==> config.mk <==
export PLATFORM = sky130hd
export DESIGN_NAME = ttlc_step
export DESIGN_NICKNAME = d
export VERILOG_FILES = /design/src/sv/ttlc_pkg.sv /design/src/sv/ttlc_step.sv
export SDC_FILE = /design/constraint.sdc
export NUM_CORES = 1
export LEC_CHECK = 0
export ABC_AREA = 1
export BUFFER_PORTS_ARGS = -buffer_cell sky130_fd_sc_hd__buf_2
export CAP_MARGIN = 10
export CORE_MARGIN = 2
export CORE_UTILIZATION = 30
export DETAILED_ROUTE_END_ITERATION = 10
export SYNTH_ARGS = -nofsm -noshare
export SYNTH_HDL_FRONTEND = slang
export SYNTH_SLANG_ARGS = --single-unit
==> constraint.sdc <==
create_clock -name vclk -period 28
set_input_delay 5.6 -clock vclk [all_inputs]
set_output_delay 5.6 -clock vclk [all_outputs]
set_load 0.03 [all_outputs]
==> src/sv/ttlc_pkg.sv <==
// ----------------------------------------------------------------------------
// ttlc_pkg
// Shared types, codes and constants of the tape transport loop controller.
// ----------------------------------------------------------------------------
package ttlc_pkg;

	localparam int FRACTION_BITS_DEF = 16;
	localparam int SAMPLE_W          = 29;
	localparam int CUE_W             = 13;
	localparam int OP_W              = 4;
	localparam int FACTOR_W          = 22;
	localparam int WHEEL_W           = 22;
	localparam int FRAC_OUT_W        = 16;
	localparam int SPEED_W           = 28;
	localparam int CFG_IDX_W         = 3;

	localparam logic [OP_W-1:0] OP_NONE       = 4'd0;
	localparam logic [OP_W-1:0] OP_PLAY_FWD   = 4'd1;
	localparam logic [OP_W-1:0] OP_PLAY_BWD   = 4'd2;
	localparam logic [OP_W-1:0] OP_CUE_FWD    = 4'd3;
	localparam logic [OP_W-1:0] OP_CUE_BWD    = 4'd4;
	localparam logic [OP_W-1:0] OP_STOP       = 4'd5;
	localparam logic [OP_W-1:0] OP_PAUSE      = 4'd6;
	localparam logic [OP_W-1:0] OP_JUMP_BEGIN = 4'd7;
	localparam logic [OP_W-1:0] OP_JUMP_END   = 4'd8;
	localparam logic [OP_W-1:0] OP_JUMP_NEXT  = 4'd9;
	localparam logic [OP_W-1:0] OP_JUMP_PREV  = 4'd10;

	localparam logic [1:0] STATUS_BEGIN  = 2'd0;
	localparam logic [1:0] STATUS_MIDDLE = 2'd1;
	localparam logic [1:0] STATUS_END    = 2'd2;

	localparam logic [1:0] XPORT_IDLE = 2'd0;
	localparam logic [1:0] XPORT_FWD  = 2'd1;
	localparam logic [1:0] XPORT_BWD  = 2'd2;

	localparam logic [CFG_IDX_W-1:0] REG_TAPE_LENGTH = 3'd0;
	localparam logic [CFG_IDX_W-1:0] REG_CUE_SPEED   = 3'd1;
	localparam logic [CFG_IDX_W-1:0] REG_LOOP_BOUNCE = 3'd2;
	localparam logic [CFG_IDX_W-1:0] REG_LOOP_START  = 3'd3;
	localparam logic [CFG_IDX_W-1:0] REG_LOOP_END    = 3'd4;

	// 44100 * 60 samples
	localparam logic [SAMPLE_W-1:0] TAPE_LENGTH_RST = 29'd2646000;
	localparam logic [CUE_W-1:0]    CUE_SPEED_RST   = 13'd768;

	typedef struct packed {
		logic [SAMPLE_W-1:0] tape_length;
		logic [CUE_W-1:0]    cue_speed;
		logic                loop_bounce;
		logic [SAMPLE_W-1:0] loop_start_pos;
		logic [SAMPLE_W-1:0] loop_end_pos;
	} ttlc_cfg_t;

	typedef struct packed {
		logic [OP_W-1:0]            operation;
		logic [FACTOR_W-1:0]        speed_factor;
		logic signed [WHEEL_W-1:0]  wheel_speed;
	} ttlc_tick_t;

	typedef struct packed {
		logic [SAMPLE_W-1:0]       head_index;
		logic [FRAC_OUT_W-1:0]     head_fraction;
		logic [1:0]                tape_status;
		logic [1:0]                transport_state;
		logic                      cueing;
		logic signed [SPEED_W-1:0] head_speed;
	} ttlc_result_t;

	typedef struct packed {
		logic play_fwd;
		logic play_bwd;
		logic cue_fwd;
		logic cue_bwd;
		logic pause;
	} ttlc_flags_t;

endpackage

==> src/sv/ttlc_step.sv <==
// ----------------------------------------------------------------------------
// ttlc_step
// Single-tick update: command decode, speed, head move, loop and clamp.
// ----------------------------------------------------------------------------
module ttlc_step
	import ttlc_pkg::*;
#(
	parameter int FRACTION_BITS = FRACTION_BITS_DEF
) (
	input  ttlc_cfg_t                          regs,
	input  ttlc_tick_t                         tick,
	input  logic [SAMPLE_W+FRACTION_BITS-1:0]  pos,
	input  ttlc_flags_t                        flags,
	output logic [SAMPLE_W+FRACTION_BITS-1:0]  pos_next,
	output ttlc_flags_t                        flags_next,
	output ttlc_result_t                       result
);

	localparam int PW = SAMPLE_W + FRACTION_BITS;
	localparam int SW = PW + 2;
	localparam int UP = (FRACTION_BITS >= 16) ? FRACTION_BITS - 16 : 0;
	localparam int DN = (FRACTION_BITS >= 16) ? 0 : 16 - FRACTION_BITS;
	localparam int FW = FRACTION_BITS + 16;

	logic [SAMPLE_W-1:0]          len_s;
	logic [PW-1:0]                len_fx, s_fx, e_fx, lo_fx, hi_fx, end_fx, p_jmp;
	logic [1:0]                   status0;
	logic [1:0]                   status;
	ttlc_flags_t                  fc;
	logic                         play, play_fwd, cue, cue_fwd;
	logic [FACTOR_W+CUE_W-1:0]    prod;
	logic signed [SPEED_W-1:0]    speed;
	logic [SPEED_W-1:0]           mag;
	logic [SW-1:0]                step_mag;
	logic signed [SW-1:0]         step, p_sum, p_loop, lo_sw, hi_sw, len_sw;
	logic                         hit;
	logic [FW-1:0]                frac_w;

	assign len_s  = (regs.tape_length == '0) ? SAMPLE_W'(1) : regs.tape_length;
	assign len_fx = {len_s, {FRACTION_BITS{1'b0}}};
	assign end_fx = {len_s - SAMPLE_W'(1), {FRACTION_BITS{1'b0}}};
	assign s_fx   = {regs.loop_start_pos, {FRACTION_BITS{1'b0}}};
	assign e_fx   = {regs.loop_end_pos, {FRACTION_BITS{1'b0}}};
	assign lo_fx  = (s_fx < e_fx) ? s_fx : e_fx;
	assign hi_fx  = (s_fx < e_fx) ? e_fx : s_fx;
	assign lo_sw  = signed'({2'b00, lo_fx});
	assign hi_sw  = signed'({2'b00, hi_fx});
	assign len_sw = signed'({2'b00, len_fx});

	always_comb begin
		fc    = flags;
		p_jmp = pos;
		unique case (tick.operation)
			OP_PLAY_FWD: begin
				fc.play_fwd = 1'b1;
				fc.play_bwd = 1'b0;
			end
			OP_PLAY_BWD: begin
				fc.play_bwd = 1'b1;
				fc.play_fwd = 1'b0;
			end
			OP_CUE_FWD: begin
				fc.cue_fwd = 1'b1;
				fc.cue_bwd = 1'b0;
			end
			OP_CUE_BWD: begin
				fc.cue_bwd = 1'b1;
				fc.cue_fwd = 1'b0;
			end
			OP_STOP: begin
				fc.play_fwd = 1'b0;
				fc.play_bwd = 1'b0;
				fc.cue_fwd  = 1'b0;
				fc.cue_bwd  = 1'b0;
			end
			OP_PAUSE:      fc.pause = !flags.pause;
			OP_JUMP_BEGIN: p_jmp = '0;
			OP_JUMP_END:   p_jmp = len_fx;
			OP_JUMP_NEXT: begin
				priority if (pos < lo_fx) p_jmp = lo_fx;
				else if (pos < hi_fx)     p_jmp = hi_fx;
				else                      p_jmp = len_fx;
			end
			OP_JUMP_PREV: begin
				priority if (pos > hi_fx) p_jmp = hi_fx;
				else if (pos > lo_fx)     p_jmp = lo_fx;
				else                      p_jmp = '0;
			end
			default: ;
		endcase
	end

	always_comb begin
		priority if (p_jmp == '0) status0 = STATUS_BEGIN;
		else if (p_jmp >= len_fx) status0 = STATUS_END;
		else                      status0 = STATUS_MIDDLE;
	end

	assign play_fwd = !fc.play_bwd;
	assign cue_fwd  = !fc.cue_bwd;

	always_comb begin
		play = fc.play_fwd || fc.play_bwd;
		cue  = fc.cue_fwd || fc.cue_bwd;
		if (status0 == STATUS_BEGIN) begin
			if (!cue_fwd)  cue  = 1'b0;
			if (!play_fwd) play = 1'b0;
		end else if (status0 == STATUS_END) begin
			if (cue_fwd)  cue  = 1'b0;
			if (play_fwd) play = 1'b0;
		end
	end

	assign prod = (FACTOR_W+CUE_W)'(tick.speed_factor) * (FACTOR_W+CUE_W)'(regs.cue_speed);

	always_comb begin
		priority if ((!play && !cue) || (play && fc.pause && !cue)) begin
			speed = SPEED_W'(tick.wheel_speed);
		end else if (cue) begin
			speed = signed'({1'b0, prod[FACTOR_W+CUE_W-1:8]});
			if (!cue_fwd) speed = -speed;
		end else begin
			speed = signed'(SPEED_W'(tick.speed_factor));
			if (!play_fwd) speed = -speed;
		end
	end

	// rescale by magnitude so that a shift down truncates toward zero
	assign mag      = speed[SPEED_W-1] ? SPEED_W'(-speed) : SPEED_W'(speed);
	assign step_mag = (SW'(mag) << UP) >> DN;
	assign step     = speed[SPEED_W-1] ? -signed'(step_mag) : signed'(step_mag);
	assign p_sum    = signed'({2'b00, p_jmp}) + step;
	assign hit      = (!play_fwd && p_sum <= lo_sw) || (play_fwd && p_sum > hi_sw);

	always_comb begin
		flags_next = fc;
		p_loop     = p_sum;
		if (s_fx != e_fx && play && hit) begin
			if (regs.loop_bounce) begin
				flags_next.play_fwd = !fc.play_fwd;
				flags_next.play_bwd = !fc.play_bwd;
			end else begin
				p_loop = play_fwd ? lo_sw : hi_sw;
			end
		end
		priority if (p_loop[SW-1] || p_loop == '0) begin
			flags_next.play_bwd = 1'b0;
			flags_next.cue_bwd  = 1'b0;
			pos_next            = '0;
			status              = STATUS_BEGIN;
		end else if (p_loop >= len_sw) begin
			flags_next.play_fwd = 1'b0;
			flags_next.cue_fwd  = 1'b0;
			pos_next            = end_fx;
			status              = STATUS_END;
		end else begin
			pos_next            = p_loop[PW-1:0];
			status              = STATUS_MIDDLE;
		end
	end

	assign frac_w = (FW'(pos_next[FRACTION_BITS-1:0]) << DN) >> UP;

	assign result.head_index      = pos_next[PW-1:FRACTION_BITS];
	assign result.head_fraction   = frac_w[FRAC_OUT_W-1:0];
	assign result.tape_status     = status;
	assign result.transport_state = !play ? XPORT_IDLE : (play_fwd ? XPORT_FWD : XPORT_BWD);
	assign result.cueing          = cue;
	assign result.head_speed      = speed;

endmodule
==> results of run 1 <==
==> layer usage <==
metal | GRT usage | up-vias
met5 | 0 | -
met1 | 0.328 | 14382
met3 | 0.0279 | 206
met4 | 0.0831 | 16
met2 | 0.406 | 1106
li1 | - | 14923
==> timing repair <==
item	in CTS	in global routing
endpoints found under the setup margin	0	96
gates resized for setup	0	129
setup buffers	0	18
==> tightest hold or removal path, stage by stage <==
cell and delay (ns):
buf_2 0.11, nand2_1 0.08, nand2_2 0.12, buf_2 0.22
==> stage by stage <==
stage / hold WS, ns / worst slack, ns / cell area, sq um / TNS (ns) / cells
after global routing: 11.75 / -0.200 / 31000 / -14.31 / 6059
after global placement: 11.71 / -0.0647 / 30400 / -0.664 / 6036
after floorplan: 11.39 / 2.08 / 26600 / 0 / 4531
after CTS: 11.71 / 0.00439 / 30400 / 0 / 6036
after detailed placement: 11.71 / 0.0743 / 30400 / 0 / 6036
final: 11.73 / 1.05 / 31100 / 0 / 6066
==> area by class of cell <==
type                            count  share of cell area
Antenna cell                        9            0.000725
Inverter                          786              0.0957
Multi-Input combinational cell   3514               0.730
Tap cell                         1165              0.0469
Timing Repair Buffer              592               0.126
==> cell usage after synthesis, types with 3 or more instances <==
master	instances	area share
a2111oi_0	3	0.00099
a211oi_1	6	0.0017
a21o_1	16	0.0045
a21oi_1	240	0.045
a21oi_2	3	0.00099
a31oi_1	13	0.0031
and2_1	3	0.00070
buf_1	7	0.00099
buf_2	31	0.0058
buf_4	78	0.022
buf_6	15	0.0063
clkbuf_1	99	0.014
clkinv_1	5	0.00070
fa_1	220	0.17
ha_1	328	0.15
inv_1	772	0.11
inv_2	8	0.0011
nand2_1	1407	0.20
nand2_2	25	0.0059
nand2_4	7	0.0030
nand3_1	323	0.061
nand3_2	3	0.0011
nand3b_1	31	0.0087
nand4_1	87	0.020
nor2_1	315	0.044
nor2_2	6	0.0014
nor3_1	50	0.0094
nor4_1	13	0.0031
o211ai_1	7	0.0020
o21a_1	11	0.0031
o21ai_0	154	0.029
o21ai_1	22	0.0041
o21bai_1	9	0.0025
o221ai_1	4	0.0013
o31ai_1	6	0.0017
or2_2	33	0.0078
xnor2_1	38	0.012
xor2_1	106	0.035
==> worst paths after layout <==
| check | start | to | slack (ns) | cells after the start |
|---|---|---|---|---|
| setup / recovery | regs[6] | result[34] | 1.05 | 110 |
| hold / removal | tick[16] | result[16] | 11.73 | 4 |
==> cell families after synthesis <==
| group | after synthesis | share of synthesized area |
|---|---|---|
| and+or+nand+nor | 2312 | 0.368 |
| xor gates and xnor gates | 144 | 0.0474 |
| AOI/OAI and AO/OA | 510 | 0.105 |
| buffers and inverters | 1017 | 0.160 |
| adders and majority gates | 548 | 0.319 |
==> impl_metrics.yaml, run 1 <==
drt:
  met1_length_mm: 50.0
  viasPerCell: 5.05
  dr_wl_met3_mm: 8.59
  drc: 0
  routed_wl_mm: 115
  routed.top_layer: "met5"
  routed-wl-met2_mm: 51.3
  drt-initial-drc-count: 2587
  avgRoutedWirePerCell_um: 18.9
  via_count: 30633
  antenna_left: 0
  dr.pass1.iters: 6
die:
  rows: 109
  die_width_um: 302
  fp.coreArea_sq_um: 88200
  start_util: 0.302
  io_pins: 327
  dieArea_sq_um: 91200
  die_y_um: 302
timing:
  tightest_slew_ns: 1.08
  slew_viol_final: 0
  layout_min_cycle_time_ns: 26.95
  hold_violations: 0
  fin_crit_sh: 0.962
  slew_headroom: 0.280
  clock.fmax_mhz: 37.1
  setup_viol: 0
global_routing:
  grt_usage: 0.244
  grt_pass1_vias: 29149
  antenna_found_initial: 25
  grt_pass1_wl_mm: 172
  grt_max_degree: 70
  overflow: 0
critical_path:
  path_delay_family: "simple AND/OR/NAND/NOR gates"
  endpoint_kind: "output port"
  crit_required_ns: 22.40
  worstSetupStartpointType: "input pin"
  criticalPathCategory: "input pin to output port"
  crit_path_max_incr_delay_ns: 0.43
  critPathSlowestCell: "xor2_1"
  crit_path_max_fanout: 32
  worstPathArrival_ns: 21.35
  crit_buf_inv: 21
  cp_common_cell: "nand2_1"
layout:
  multi_input_area_sq_um: 22700
  area_growth_pct: 16.6
  final_core_util: 0.352
  fillerInstances: 9864
  layout_commonest_cell: "nand2_1"
  layout_common_cells: "nand2_1 (1383), inv_1 (769), ha_1 (326)"
  finalNetCount: 5641
  layout-drive-gt1-share: 0.154
  seq_cell_count: 0
  clock_buffers: 0
  seq_area_sq_um: 0
logic_synthesis:
  syn_nets: 5278
  synth_area_sq_um: 26600
  yosysUniqueCellTypes: 58
  syn-instance-count: 4531
  yosysWarnings: 0
  syn_avg_cell_area_sq_um: 5.88
  yosysSeqAreaShare: 0
place:
  gp_congestion: 1.03
  numPortBuffers: 327
  dpl.hpwl_mm: 98.0
clock_network:
  ctsHoldBuffers: 0
job:
  cap_violations: 0
run_status:
  status: "completed"
hold_path:
  hold_class: "input pin to output port"
Power of run 1 is left out: the tool's default activity adds up to more than one toggle a clock period on the data nets, which glitch-free logic cannot reach.
==> run 2, diff against run 1 <==
--- a/config.mk
+++ b/config.mk
@@ -14,3 +14,4 @@
 export SYNTH_ARGS = -nofsm -noshare
 export SYNTH_HDL_FRONTEND = slang
 export SYNTH_SLANG_ARGS = --single-unit
+export TNS_END_PERCENT = 50
==> constraint.sdc (replaced) <==
create_clock -name vclk -period 29.6
set_input_delay 5.92 -clock vclk [all_inputs]
set_output_delay 5.92 -clock vclk [all_outputs]
set_load 0.03 [all_outputs]
==> run 2 against run 1 <==
Net effect:
- core utilization down 2.0 points
- setup slack better by 0.29 ns
- first-iteration DRC count up 10%
- routed wire length down 2.1%
- global-route usage down 0.40 points
- sequential share of layout area unchanged
- via count down 2.2%
==> impl_metrics.yaml, run 2 (synthesis gave the netlist of run 1 again) <==
timing:
  tightest_slew_ns: 1.25
  slew_headroom: 0.162
  clock.fmax_mhz: 35.4
  hold_violations: 0
  layout_min_cycle_time_ns: 28.26
  fin_crit_sh: 0.955
  timing.hold.ws_ns: 12.35
  finalWorstSetupSlack_ns: 1.34
  slew_viol_final: 0
  setup_viol: 0
layout:
  seq_cell_count: 0
  finalNetCount: 5442
  clock_buffers: 0
  seq_area_sq_um: 0
  layout_commonest_cell: "nand2_1"
  area_growth_pct: 9.95
  multi_input_area_sq_um: 22600
  layout-drive-gt1-share: 0.112
  fin_area_sq_um: 29300
  fillerInstances: 10051
  final_cell_count_no_fill: 5864
  layout_common_cells: "nand2_1 (1402), inv_1 (770), ha_1 (325), buf_2 (325), nand3_1 (323)"
global_routing:
  antenna_found_initial: 17
  grt_pass1_wl_mm: 169
  grt_max_degree: 70
  overflow: 0
  grt_usage: 0.240
  grt_pass1_vias: 28382
critical_path:
  cp_common_cell: "nand2_1"
  crit_buf_inv: 20
  criticalPathCategory: "input pin to output port"
  path_delay_family: "compound AO/OA/AOI/OAI gates"
  crit_path_max_incr_delay_ns: 0.38
  critPathSlowestCell: "a221o_1"
  crit_path_max_fanout: 30
  worstSetupStartpointType: "input pin"
  worstPathArrival_ns: 22.34
  endpoint_kind: "output port"
  crit_required_ns: 23.68
die:
  die_width_um: 302
  io_pins: 327
  die_y_um: 302
  dieArea_sq_um: 91200
  fp.coreArea_sq_um: 88200
  rows: 109
  start_util: 0.302
run_status:
  status: "completed"
drt:
  antenna_left: 0
  dr.pass1.iters: 6
  drt-initial-drc-count: 2856
  via_count: 29950
  met1_length_mm: 48.6
  routed.top_layer: "met5"
  viasPerCell: 5.11
  drc: 0
  routed_wl_mm: 112
  avgRoutedWirePerCell_um: 19.2
  dr_wl_met3_mm: 8.79
  routed-wl-met2_mm: 50.1
place:
  placed_area_sq_um: 28900
  gp_congestion: 1.02
  dp.cells: 5850
  numPortBuffers: 327
  post-place-ws_ns: 0.350
  dpl.hpwl_mm: 95.9
hold_path:
  hold_class: "input pin to output port"
job:
  cap_violations: 0
clock_network:
  ctsHoldBuffers: 0
==> run 2: changes by cell type in the layout (fill, tap and decap cells not counted), moves of 4 or more <==
cell / change
nor2_2: -5
clkbuf_4: -10
buf_2: +18
a21oi_1: +5
nand2_2: -20
buf_12: -10
buf_4: -198
a21oi_2: -4
nor2_1: +6
nand2_1: +19
==> run 2: cell type report <==
class | count | area share
multi-input cells | 3517 | 0.773
well taps | 1165 | 0.0498
inverters | 786 | 0.101
repair buffers | 390 | 0.0751
diodes | 6 | 0.000513
==> run 2: path summary, 6_finish.rpt <==
path                  cells past startpoint  slack (ns)     endpoint      from
worst max-delay path                    109        1.34  pos_next[3]  regs[28]
worst min-delay path                      4       12.35   result[16]  tick[16]
==> run 2: what timing repair did <==
action,4_1_cts,5_1_grt
gates resized for setup,0,65
buffers inserted,0,4
setup endpoints to repair,0,94
==> run 2: layer usage <==
| metal | track usage | up-vias |
|---|---|---|
| met1 | 0.325 | 13974 |
| met3 | 0.0279 | 219 |
| li1 | - | 14526 |
| met2 | 0.394 | 1219 |
| met5 | 0 | - |
| met4 | 0.0855 | 12 |
==> run 2: metrics by stage <==
stage / utilization / setup TNS [ns]
finish: 0.332 / 0
global route: 0.332 / -0.0413
CTS: 0.328 / 0
detailed placement: 0.328 / 0
global placement: 0.328 / 0
floorplan: - / 0
Power of run 2 is left out for the same reason.
